<file path="config.mk">
export PLATFORM = sky130hd
export DESIGN_NAME = periodic_task_dispatcher_unit
export DESIGN_NICKNAME = d
export VERILOG_FILES = /design/src/hdl/ptd_pkg.sv /design/src/hdl/periodic_task_dispatcher_unit.sv /design/src/hdl/ptd_task_table.sv
export SDC_FILE = /design/constraint.sdc
export NUM_CORES = 2
export LEC_CHECK = 0
export ABC_AREA = 1
export BUFFER_PORTS_ARGS = -buffer_cell sky130_fd_sc_hd__clkbuf_2
export CAP_MARGIN = 10
export CORE_ASPECT_RATIO = 0.9
export CORE_UTILIZATION = 35
export DETAILED_ROUTE_END_ITERATION = 8
export HOLD_SLACK_MARGIN = 0.08
export MAX_ROUTING_LAYER = met4
export SKIP_LAST_GASP = 1
export SLEW_MARGIN = 30
export SYNTH_ARGS = -nofsm -noshare
export SYNTH_HDL_FRONTEND = slang
export SYNTH_SLANG_ARGS = --single-unit
</file>
<file path="constraint.sdc">
create_clock -name clock -period 12.1 [get_ports clock]
set_input_delay 2.42 -clock clock [delete_from_list [all_inputs] [get_ports clock]]
set_output_delay 2.42 -clock clock [all_outputs]
set_load 0.01 [all_outputs]
</file>
<file path="src/hdl/ptd_pkg.sv">
package ptd_pkg;

   // result kinds carried on rsp_tuser
   localparam logic [1:0] KIND_STATUS = 2'd0;
   localparam logic [1:0] KIND_DUE    = 2'd1;
   localparam logic [1:0] KIND_NONE   = 2'd2;

   // request op carried on req_tuser
   localparam logic OP_REGISTER = 1'b0;
   localparam logic OP_TICK     = 1'b1;

   // microprogram addresses
   typedef enum logic [2:0] {
      STEP_IDLE      = 3'd0,
      STEP_DISPATCH  = 3'd1,
      STEP_REG_SCAN  = 3'd2,
      STEP_REG_DONE  = 3'd3,
      STEP_TICK_SCAN = 3'd4,
      STEP_TICK_DONE = 3'd5
   } ptd_step_type;

   // jump conditions
   typedef enum logic [1:0] {
      JC_ALWAYS = 2'd0,
      JC_NO_REQ = 2'd1,
      JC_TICK   = 2'd2,
      JC_END    = 2'd3
   } ptd_cond_type;

   // per-entry work done while walking the table
   typedef enum logic [1:0] {
      WALK_NONE = 2'd0,
      WALK_DUP  = 2'd1,
      WALK_DUE  = 2'd2
   } ptd_walk_type;

   // result source
   typedef enum logic [1:0] {
      EM_NONE   = 2'd0,
      EM_STATUS = 2'd1,
      EM_DUE    = 2'd2,
      EM_FINAL  = 2'd3
   } ptd_emit_type;

   typedef struct packed {
      ptd_cond_type cond;
      ptd_step_type target;
      logic         hold;     // stay on this step when the condition is false
      logic         load;     // take a request beat
      ptd_walk_type walk;
      logic         commit;   // append the new entry if registration is good
      ptd_emit_type emit;
   } ptd_ctl_type;

   function automatic ptd_ctl_type ptd_rom(ptd_step_type step);
      ptd_ctl_type w;
      w = '{cond: JC_ALWAYS, target: STEP_IDLE, hold: 1'b0, load: 1'b0,
            walk: WALK_NONE, commit: 1'b0, emit: EM_NONE};
      unique case (step)
         STEP_IDLE: begin
            w.cond   = JC_NO_REQ;
            w.target = STEP_IDLE;
            w.load   = 1'b1;
         end
         STEP_DISPATCH: begin
            w.cond   = JC_TICK;
            w.target = STEP_TICK_SCAN;
         end
         STEP_REG_SCAN: begin
            w.cond   = JC_END;
            w.target = STEP_REG_DONE;
            w.hold   = 1'b1;
            w.walk   = WALK_DUP;
         end
         STEP_REG_DONE: begin
            w.commit = 1'b1;
            w.emit   = EM_STATUS;
         end
         STEP_TICK_SCAN: begin
            w.cond   = JC_END;
            w.target = STEP_TICK_DONE;
            w.hold   = 1'b1;
            w.walk   = WALK_DUE;
            w.emit   = EM_DUE;
         end
         STEP_TICK_DONE: begin
            w.emit   = EM_FINAL;
         end
         default: begin
            w.target = STEP_IDLE;
         end
      endcase
      return w;
   endfunction

endpackage

</file>
<file path="src/hdl/periodic_task_dispatcher_unit.sv">
// channel  dir  ports                  payload
// req      in   req_tvalid/tready      tuser: op; tdata: task_id, task_present, init_ok,
//                                      period, now_us
// rsp      out  rsp_tvalid/tready      tuser: kind; tdata: reg_error, due_task_id, due_slot;
//                                      tlast: last
//
// a beat of either kind keeps the port closed from accept until the walk ends and its final
// result is registered, longer while the result side stalls; the walk reads one table entry
// a cycle unless a result stalls, through the single registered read port of the task table
// reset clears the step counter, the entry count and the output register; the table
// itself is not cleared, entries at or above the count are never looked at
// a step that produces a result waits while the output register is still full and not taken
module periodic_task_dispatcher_unit #(
   parameter int MAX_TASKS = 16,
   parameter int TIME_BITS = 32
) (
   input  logic        clock,
   input  logic        reset,
   input  logic        req_tvalid,
   output logic        req_tready,
   input  logic [0:0]  req_tuser,   // op
   input  logic [79:0] req_tdata,   // task_id[7:0], task_present[8], init_ok[9],
                                    // period[41:10], now_us[73:42], zero fill
   output logic        rsp_tvalid,
   input  logic        rsp_tready,
   output logic [1:0]  rsp_tuser,   // kind
   output logic [15:0] rsp_tdata,   // reg_error[0], due_task_id[8:1], due_slot[12:9],
                                    // zero fill
   output logic        rsp_tlast    // last
);

   localparam int IDX_W = (MAX_TASKS > 1) ? $clog2(MAX_TASKS) : 1;
   localparam int CNT_W = $clog2(MAX_TASKS + 1);

   // sequencer
   ptd_pkg::ptd_step_type step_ff, step_in;
   ptd_pkg::ptd_ctl_type  ctl;

   // latched request
   logic                 op_ff, op_in;
   logic [7:0]           id_ff, id_in;
   logic                 present_ff, present_in;
   logic                 init_ok_ff, init_ok_in;
   logic [TIME_BITS-1:0] period_ff, period_in;
   logic [TIME_BITS-1:0] now_ff, now_in;

   // walk state
   logic [CNT_W-1:0] count_ff, count_in;
   logic [CNT_W-1:0] idx_ff, idx_in;
   logic             dup_ff, dup_in;
   logic             pend_valid_ff, pend_valid_in;
   logic [7:0]       pend_id_ff, pend_id_in;
   logic [3:0]       pend_slot_ff, pend_slot_in;

   // output register
   logic       out_valid_ff, out_valid_in;
   logic [1:0] out_kind_ff, out_kind_in;
   logic       out_err_ff, out_err_in;
   logic [7:0] out_id_ff, out_id_in;
   logic [3:0] out_slot_ff, out_slot_in;
   logic       out_last_ff, out_last_in;

   // table ports
   logic [7:0]           rd_task;
   logic [TIME_BITS-1:0] rd_period, rd_last;
   logic                 new_we, run_we;

   logic                 accept, at_end, full, reg_err, due, cond_true;
   logic                 emit_now, stall, walk_go;
   logic [TIME_BITS-1:0] elapsed;
   logic [TIME_BITS+31:0] period_wide, now_wide;
   logic [CNT_W+3:0]     slot_wide;

   // times come in 32 bits wide and are taken modulo 2^TIME_BITS
   assign period_wide = {{TIME_BITS{1'b0}}, req_tdata[41:10]};
   assign now_wide    = {{TIME_BITS{1'b0}}, req_tdata[73:42]};
   assign slot_wide   = {4'b0000, idx_ff};

   assign ctl        = ptd_pkg::ptd_rom(step_ff);
   assign req_tready = ctl.load;
   assign accept     = req_tvalid && req_tready;

   assign at_end  = (idx_ff == count_ff);
   assign full    = (count_ff == CNT_W'(MAX_TASKS));
   assign reg_err = !(present_ff && init_ok_ff) || dup_ff || full;
   assign elapsed = now_ff - rd_last;
   assign due     = (elapsed >= rd_period);

   always_comb begin
      unique case (ctl.cond)
         ptd_pkg::JC_ALWAYS: cond_true = 1'b1;
         ptd_pkg::JC_NO_REQ: cond_true = !accept;
         ptd_pkg::JC_TICK:   cond_true = (op_ff == ptd_pkg::OP_TICK);
         ptd_pkg::JC_END:    cond_true = at_end;
         default:            cond_true = 1'b1;
      endcase

      // a due entry pushes out the one held before it; the held one goes last at the end
      unique case (ctl.emit)
         ptd_pkg::EM_NONE:   emit_now = 1'b0;
         ptd_pkg::EM_STATUS: emit_now = 1'b1;
         ptd_pkg::EM_DUE:    emit_now = !at_end && due && pend_valid_ff;
         ptd_pkg::EM_FINAL:  emit_now = 1'b1;
         default:            emit_now = 1'b0;
      endcase

      stall   = emit_now && out_valid_ff && !rsp_tready;
      walk_go = (ctl.walk != ptd_pkg::WALK_NONE) && !at_end && !stall;

      // next step
      if (stall) begin
         step_in = step_ff;
      end else if (cond_true) begin
         step_in = ctl.target;
      end else if (ctl.hold) begin
         step_in = step_ff;
      end else begin
         step_in = ptd_pkg::ptd_step_type'(step_ff + 3'd1);
      end

      op_in         = op_ff;
      id_in         = id_ff;
      present_in    = present_ff;
      init_ok_in    = init_ok_ff;
      period_in     = period_ff;
      now_in        = now_ff;
      count_in      = count_ff;
      idx_in        = idx_ff;
      dup_in        = dup_ff;
      pend_valid_in = pend_valid_ff;
      pend_id_in    = pend_id_ff;
      pend_slot_in  = pend_slot_ff;
      new_we        = 1'b0;
      run_we        = 1'b0;

      if (ctl.load && accept) begin
         op_in         = req_tuser[0];
         id_in         = req_tdata[7:0];
         present_in    = req_tdata[8];
         init_ok_in    = req_tdata[9];
         period_in     = period_wide[TIME_BITS-1:0];
         now_in        = now_wide[TIME_BITS-1:0];
         idx_in        = '0;
         dup_in        = 1'b0;
         pend_valid_in = 1'b0;
      end

      if (walk_go) begin
         idx_in = idx_ff + CNT_W'(1);
         if (ctl.walk == ptd_pkg::WALK_DUP) begin
            dup_in = dup_ff || (rd_task == id_ff);
         end else if (due) begin
            run_we        = 1'b1;
            pend_valid_in = 1'b1;
            pend_id_in    = rd_task;
            pend_slot_in  = slot_wide[3:0];
         end
      end

      if (ctl.commit && !stall && !reg_err) begin
         new_we   = 1'b1;
         count_in = count_ff + CNT_W'(1);
      end

      // output register
      out_valid_in = out_valid_ff && !rsp_tready;
      out_kind_in  = out_kind_ff;
      out_err_in   = out_err_ff;
      out_id_in    = out_id_ff;
      out_slot_in  = out_slot_ff;
      out_last_in  = out_last_ff;
      if (emit_now && !stall) begin
         out_valid_in = 1'b1;
         out_err_in   = 1'b0;
         out_id_in    = pend_id_ff;
         out_slot_in  = pend_slot_ff;
         out_last_in  = 1'b1;
         out_kind_in  = ptd_pkg::KIND_DUE;
         unique case (ctl.emit)
            ptd_pkg::EM_STATUS: begin
               out_kind_in = ptd_pkg::KIND_STATUS;
               out_err_in  = reg_err;
               out_id_in   = '0;
               out_slot_in = '0;
            end
            ptd_pkg::EM_DUE: begin
               out_last_in = 1'b0;
            end
            ptd_pkg::EM_FINAL: begin
               if (!pend_valid_ff) begin
                  out_kind_in = ptd_pkg::KIND_NONE;
                  out_id_in   = '0;
                  out_slot_in = '0;
               end
            end
            default: begin
               out_last_in = 1'b1;
            end
         endcase
      end
   end

   // control state
   always_ff @(posedge clock) begin
      if (reset) begin
         step_ff       <= ptd_pkg::STEP_IDLE;
         count_ff      <= '0;
         idx_ff        <= '0;
         pend_valid_ff <= 1'b0;
         out_valid_ff  <= 1'b0;
      end else begin
         step_ff       <= step_in;
         count_ff      <= count_in;
         idx_ff        <= idx_in;
         pend_valid_ff <= pend_valid_in;
         out_valid_ff  <= out_valid_in;
      end
   end

   // payload
   always_ff @(posedge clock) begin
      op_ff        <= op_in;
      id_ff        <= id_in;
      present_ff   <= present_in;
      init_ok_ff   <= init_ok_in;
      period_ff    <= period_in;
      now_ff       <= now_in;
      dup_ff       <= dup_in;
      pend_id_ff   <= pend_id_in;
      pend_slot_ff <= pend_slot_in;
      out_kind_ff  <= out_kind_in;
      out_err_ff   <= out_err_in;
      out_id_ff    <= out_id_in;
      out_slot_ff  <= out_slot_in;
      out_last_ff  <= out_last_in;
   end

   // read address follows the next index so data is ready when the walk gets there
   ptd_task_table #(
      .MAX_TASKS(MAX_TASKS),
      .TIME_BITS(TIME_BITS)
   ) u_table (
      .clock     (clock),
      .rd_addr   (idx_in[IDX_W-1:0]),
      .rd_task   (rd_task),
      .rd_period (rd_period),
      .rd_last   (rd_last),
      .new_we    (new_we),
      .new_addr  (count_ff[IDX_W-1:0]),
      .new_task  (id_ff),
      .new_period(period_ff),
      .run_we    (run_we),
      .run_addr  (idx_ff[IDX_W-1:0]),
      .run_time  (now_ff)
   );

   assign rsp_tvalid = out_valid_ff;
   assign rsp_tuser  = out_kind_ff;
   assign rsp_tdata  = {3'b000, out_slot_ff, out_id_ff, out_err_ff};
   assign rsp_tlast  = out_last_ff;

   // table never overfills
   a_count_bound: assert property (@(posedge clock) disable iff (reset)
      count_ff <= CNT_W'(MAX_TASKS))
      else $error("entry count beyond table size");

   // a taken request keeps the port closed on the next cycle
   a_busy_after_accept: assert property (@(posedge clock) disable iff (reset)
      accept |=> !req_tready)
      else $error("request port open right after accept");

   // status and none-due results are always the only one of their beat
   a_single_last: assert property (@(posedge clock) disable iff (reset)
      rsp_tvalid && (rsp_tuser != ptd_pkg::KIND_DUE) |-> rsp_tlast)
      else $error("single result without last");

   // the walk index never passes the entry count
   a_idx_bound: assert property (@(posedge clock) disable iff (reset)
      (step_ff == ptd_pkg::STEP_REG_SCAN || step_ff == ptd_pkg::STEP_TICK_SCAN)
      |-> idx_ff <= count_ff)
      else $error("walk index past entry count");

endmodule

</file>
<file path="src/hdl/ptd_task_table.sv">
module ptd_task_table #(
   parameter int MAX_TASKS = 16,
   parameter int TIME_BITS = 32,
   localparam int IDX_W = (MAX_TASKS > 1) ? $clog2(MAX_TASKS) : 1
) (
   input  logic                 clock,
   input  logic [IDX_W-1:0]     rd_addr,
   output logic [7:0]           rd_task,
   output logic [TIME_BITS-1:0] rd_period,
   output logic [TIME_BITS-1:0] rd_last,
   input  logic                 new_we,
   input  logic [IDX_W-1:0]     new_addr,
   input  logic [7:0]           new_task,
   input  logic [TIME_BITS-1:0] new_period,
   input  logic                 run_we,
   input  logic [IDX_W-1:0]     run_addr,
   input  logic [TIME_BITS-1:0] run_time
);

   logic [7:0]           task_mem   [MAX_TASKS];
   logic [TIME_BITS-1:0] period_mem [MAX_TASKS];
   logic [TIME_BITS-1:0] last_mem   [MAX_TASKS];

   always_ff @(posedge clock) begin
      if (new_we) begin
         task_mem[new_addr]   <= new_task;
         period_mem[new_addr] <= new_period;
      end
   end

   // a fresh entry starts with last run at zero
   always_ff @(posedge clock) begin
      if (new_we) begin
         last_mem[new_addr] <= '0;
      end else if (run_we) begin
         last_mem[run_addr] <= run_time;
      end
   end

   always_ff @(posedge clock) begin
      rd_task   <= task_mem[rd_addr];
      rd_period <= period_mem[rd_addr];
      rd_last   <= last_mem[rd_addr];
   end

endmodule

</file>
==> flow_summary_export.csv <==
group,metric,value,unit
pwr,internal_power,0.00798,W
floorplan,io_pins,106,
timing,min_period,8090,ps
finish,n_fill_cell,15500,
synthesis,syn_area_per_cell,10.6,um2
placed_design,dpl.hpwl,81300,um
floorplan,die_x,432,um
timing,rsz0062_at_grt,"false",
floorplan,die_y,389,um
cts,clk_pin_slew_worst_paths,60,ps
detailed_routing,drt_iter0_drc,4018,
timing,tns,0,ps
cts,cts_tree,"yes",
pwr,p_leak,26.9,nW
timing,max_slew_margin,28.3,%
setup_path,start_kind,"register",
timing,hold_violations,0,
global_route,grt.overflow.total,0,
hold_path,min_from,"u_table.rd_task[1]",
global_route,grt_max_degree,198,
cts,clk_path_buf_depth,3,
synthesis,synth-edff-count,1255,
synthesis,ys.flop_type,"edfxtp_1",
pwr,p_clk_share,39.1,%
global_route,grt_pass1_wl,237000,um
pwr,p_seq_share,52.1,%
synthesis,ys_seq_area_share,67.8,%
cts,postCtsSetupRepairBufs,0,
detailed_routing,drtAntennaViolNets,0,
setup_path,cp_max_fo,35,
floorplan,die_area,0.168,mm2
global_route,antenna_found_initial,4,
synthesis,ys_ff_latch,1343,
placed_design,io_buffer_count,96,
setup_path,r2r-start,"now_ff[0]",
finish,final_area,0.0653,mm2
placed_design,place_area,0.0608,mm2
pwr,p_sw,0.00276,W
setup_path,r2r_cells,39,
placed_design,place_congestion,0.906,
setup_path,setup.worst_path.end_class,"register",
detailed_routing,wire_per_inst,20.3,um
synthesis,yosys_warnings,0,
timing,min_period_over_period,66.8,%
finish,layout.nets,5626,
detailed_routing,routed-via-count,39100,
timing,skew,65.8,ps
pwr,p_comb_share,8.8,%
cts,clk_latency,800,ps
timing,setup_viol,0,
setup_path,cp_data_arrival_time,8480,ps
detailed_routing,vias_per_cell,5.01,
setup_path,slowest_delay,620,ps
setup_path,reg2reg_to,"u_table.last_mem[13][28]",
synthesis,synth_area,0.0582,mm2
timing,slew_violations,0,
floorplan,num_rows,141,
synthesis,syn_inst,5467,
setup_path,worst_ep_required_time,12490,ps
detailed_routing,dr.pass1.iters,6,
cts,cts_buffers,143,
finish,final_common_cell,"nand2_1",
synthesis,async_reset_ff_share,0,%
hold_path,hold_path.class,"reg -> reg",
setup_path,path_class,"reg -> reg",
floorplan,coreArea,0.165,mm2
setup_path,rrSetupSlack,4010,ps
global_route,grt_pass1_vias,37200,
hold_path,whs_endpoint,"pend_id_ff[1]",
finish,regArea,0.0394,mm2
timing,fmax,124,MHz
timing,worst_pin_slew,1080,ps
cts,cts_resized,0,
pwr,p_sw_share,25.7,%
cts,cts-root-buf,"clkbuf_16",
finish,final_layout_size_suffix_gt1_share,7.70,%
setup_path,crit_top_cell,"nand2_1",
finish,layout_common_cells,"1351 x nand2_1, 1314 x nand3_1, 1255 x edfxtp_1",
setup_path,crit_slowest_cell,"nor2_4",
pwr,ir_drop,0.000122,V
cts,cts_hold_buffers,0,
pwr,totalPowerFinal,0.0107,W
status,outcome,"completed",
global_route,grtUsageTotal,19.3,%
hold_path,worstHoldPathCells,0,
finish,multi_input_area,0.0147,mm2
flow_run,cap_violations,0,
finish,areaGrowthSynthToFinish,12.2,%
pwr,powerDensity,164,mW/mm2
detailed_routing,wirelength,159000,um
cts,numClockSinks,1343,
cts,h-tree-depth,4,
floorplan,start_util,35.4,%
detailed_routing,drc,0,
synthesis,synth_cell_type_count,44,
-- kinds of logic after synthesis --
logic type	share of synthesized area [%]
xor gates and xnor gates	0.632
adders and majority gates	1.60
other	0.00644
DFF	67.8
buffers and inverters	7.63
and+or+nand+nor	21.1
muxes	0.0172
AOI/OAI and AO/OA	1.23
-- power by group through the flow --
stage | Sequential [W] | Clock, W | Combinational, W
3_3_place_gp | 0.00568 | 0 | 0.000918
4_1_cts | 0.00560 | 0.00426 | 0.000939
5_1_grt | 0.00561 | 0.00444 | 0.00104
6_report | 0.00560 | 0.00420 | 0.000945
2_1_floorplan | 0.00558 | 0 | 0.000595
3_5_place_dp | 0.00569 | 0 | 0.000933
-- worst max-delay path: cells and delay by family (launching register included) --
family / cells / cell delay, ps
AND/OR/NAND/NOR: 22 / 3130
buffers and inverters: 7 / 1660
AO/OA/AOI/OAI: 7 / 1600
adder cells (fa/ha/maj): 3 / 860
flip-flops: 1 / 370
-- state kept, by name, summed over array words and instances (netlist names), 2 cells and up --
signal,count
rsp_tuser,2
u_table.last_mem,512
pend_slot_ff,4
pend_id_ff,8
now_ff,32
u_table.rd_last,32
out_id_ff,8
u_table.rd_period,32
step_ff,3
u_table.task_mem,128
id_ff,8
out_slot_ff,4
u_table.rd_task,8
u_table.period_mem,512
count_ff,5
period_ff,32
idx_ff,5
-- cell type report --
type                    count  area share (%)
multi-input cells        3062            22.5
inverters                 755            4.37
clock inverters            64           0.852
diodes                      3          0.0115
repair buffers            162            1.70
well taps                2216            4.25
flip-flops and latches   1343            60.4
clock buffers             201            5.95
-- per-layer routing --
metal	up-vias	GRT usage (%)	wire, um
met2	1441	30.5	75300
met5	-	-	0
li1	18300	-	-
met1	19000	25.0	66500
met3	274	3.03	11200
met4	0	7.47	5580
-- worst max-delay path by stage --
stage	slack [ps]	cells past startpoint	startpoint	to
floorplan	5910	39	now_ff[0]	u_table.last_mem[12][0]
global placement	4370	39	now_ff[0]	u_table.last_mem[13][23]
detailed placement	4280	39	now_ff[0]	u_table.last_mem[12][28]
CTS	4200	39	now_ff[0]	u_table.last_mem[12][28]
global route	3510	39	now_ff[0]	u_table.last_mem[12][26]
finish	4010	39	now_ff[0]	u_table.last_mem[13][28]
-- cells in the mapped netlist, drive strengths merged, types with 2 or more instances --
master      n  area (um2)
nand2    1360        5140
nand3    1315        6580
edfxtp   1255       37700
inv       755        2830
buf       278        1490
nor2      126         473
dfxtp      88        1760
ha         73         913
a21oi      60         300
clkbuf     31         116
o21ai      30         161
xnor2      21         184
xor2       21         184
a31oi       9        56.3
nor3        7        40.0
a21boi      5        37.5
a21o        5        37.5
o21a        5        37.5
nand4       4        25.0
a2111oi     2        17.5
and2        2        12.5
nand3b      2        15.0
o21bai      2        15.0
o31ai       2        15.0
-- per-stage QoR --
stage	cells	worst slack (ps)	util (%)	hold WS (ps)
CTS	7802	4200	39.6	463
finish	7806	4010	39.7	459
detailed placement	7537	4280	36.9	447
floorplan	5469	5910	-	408
global placement	7535	4370	36.9	451
global route	7806	3510	39.7	468
(Power assumes the default switching activity.)
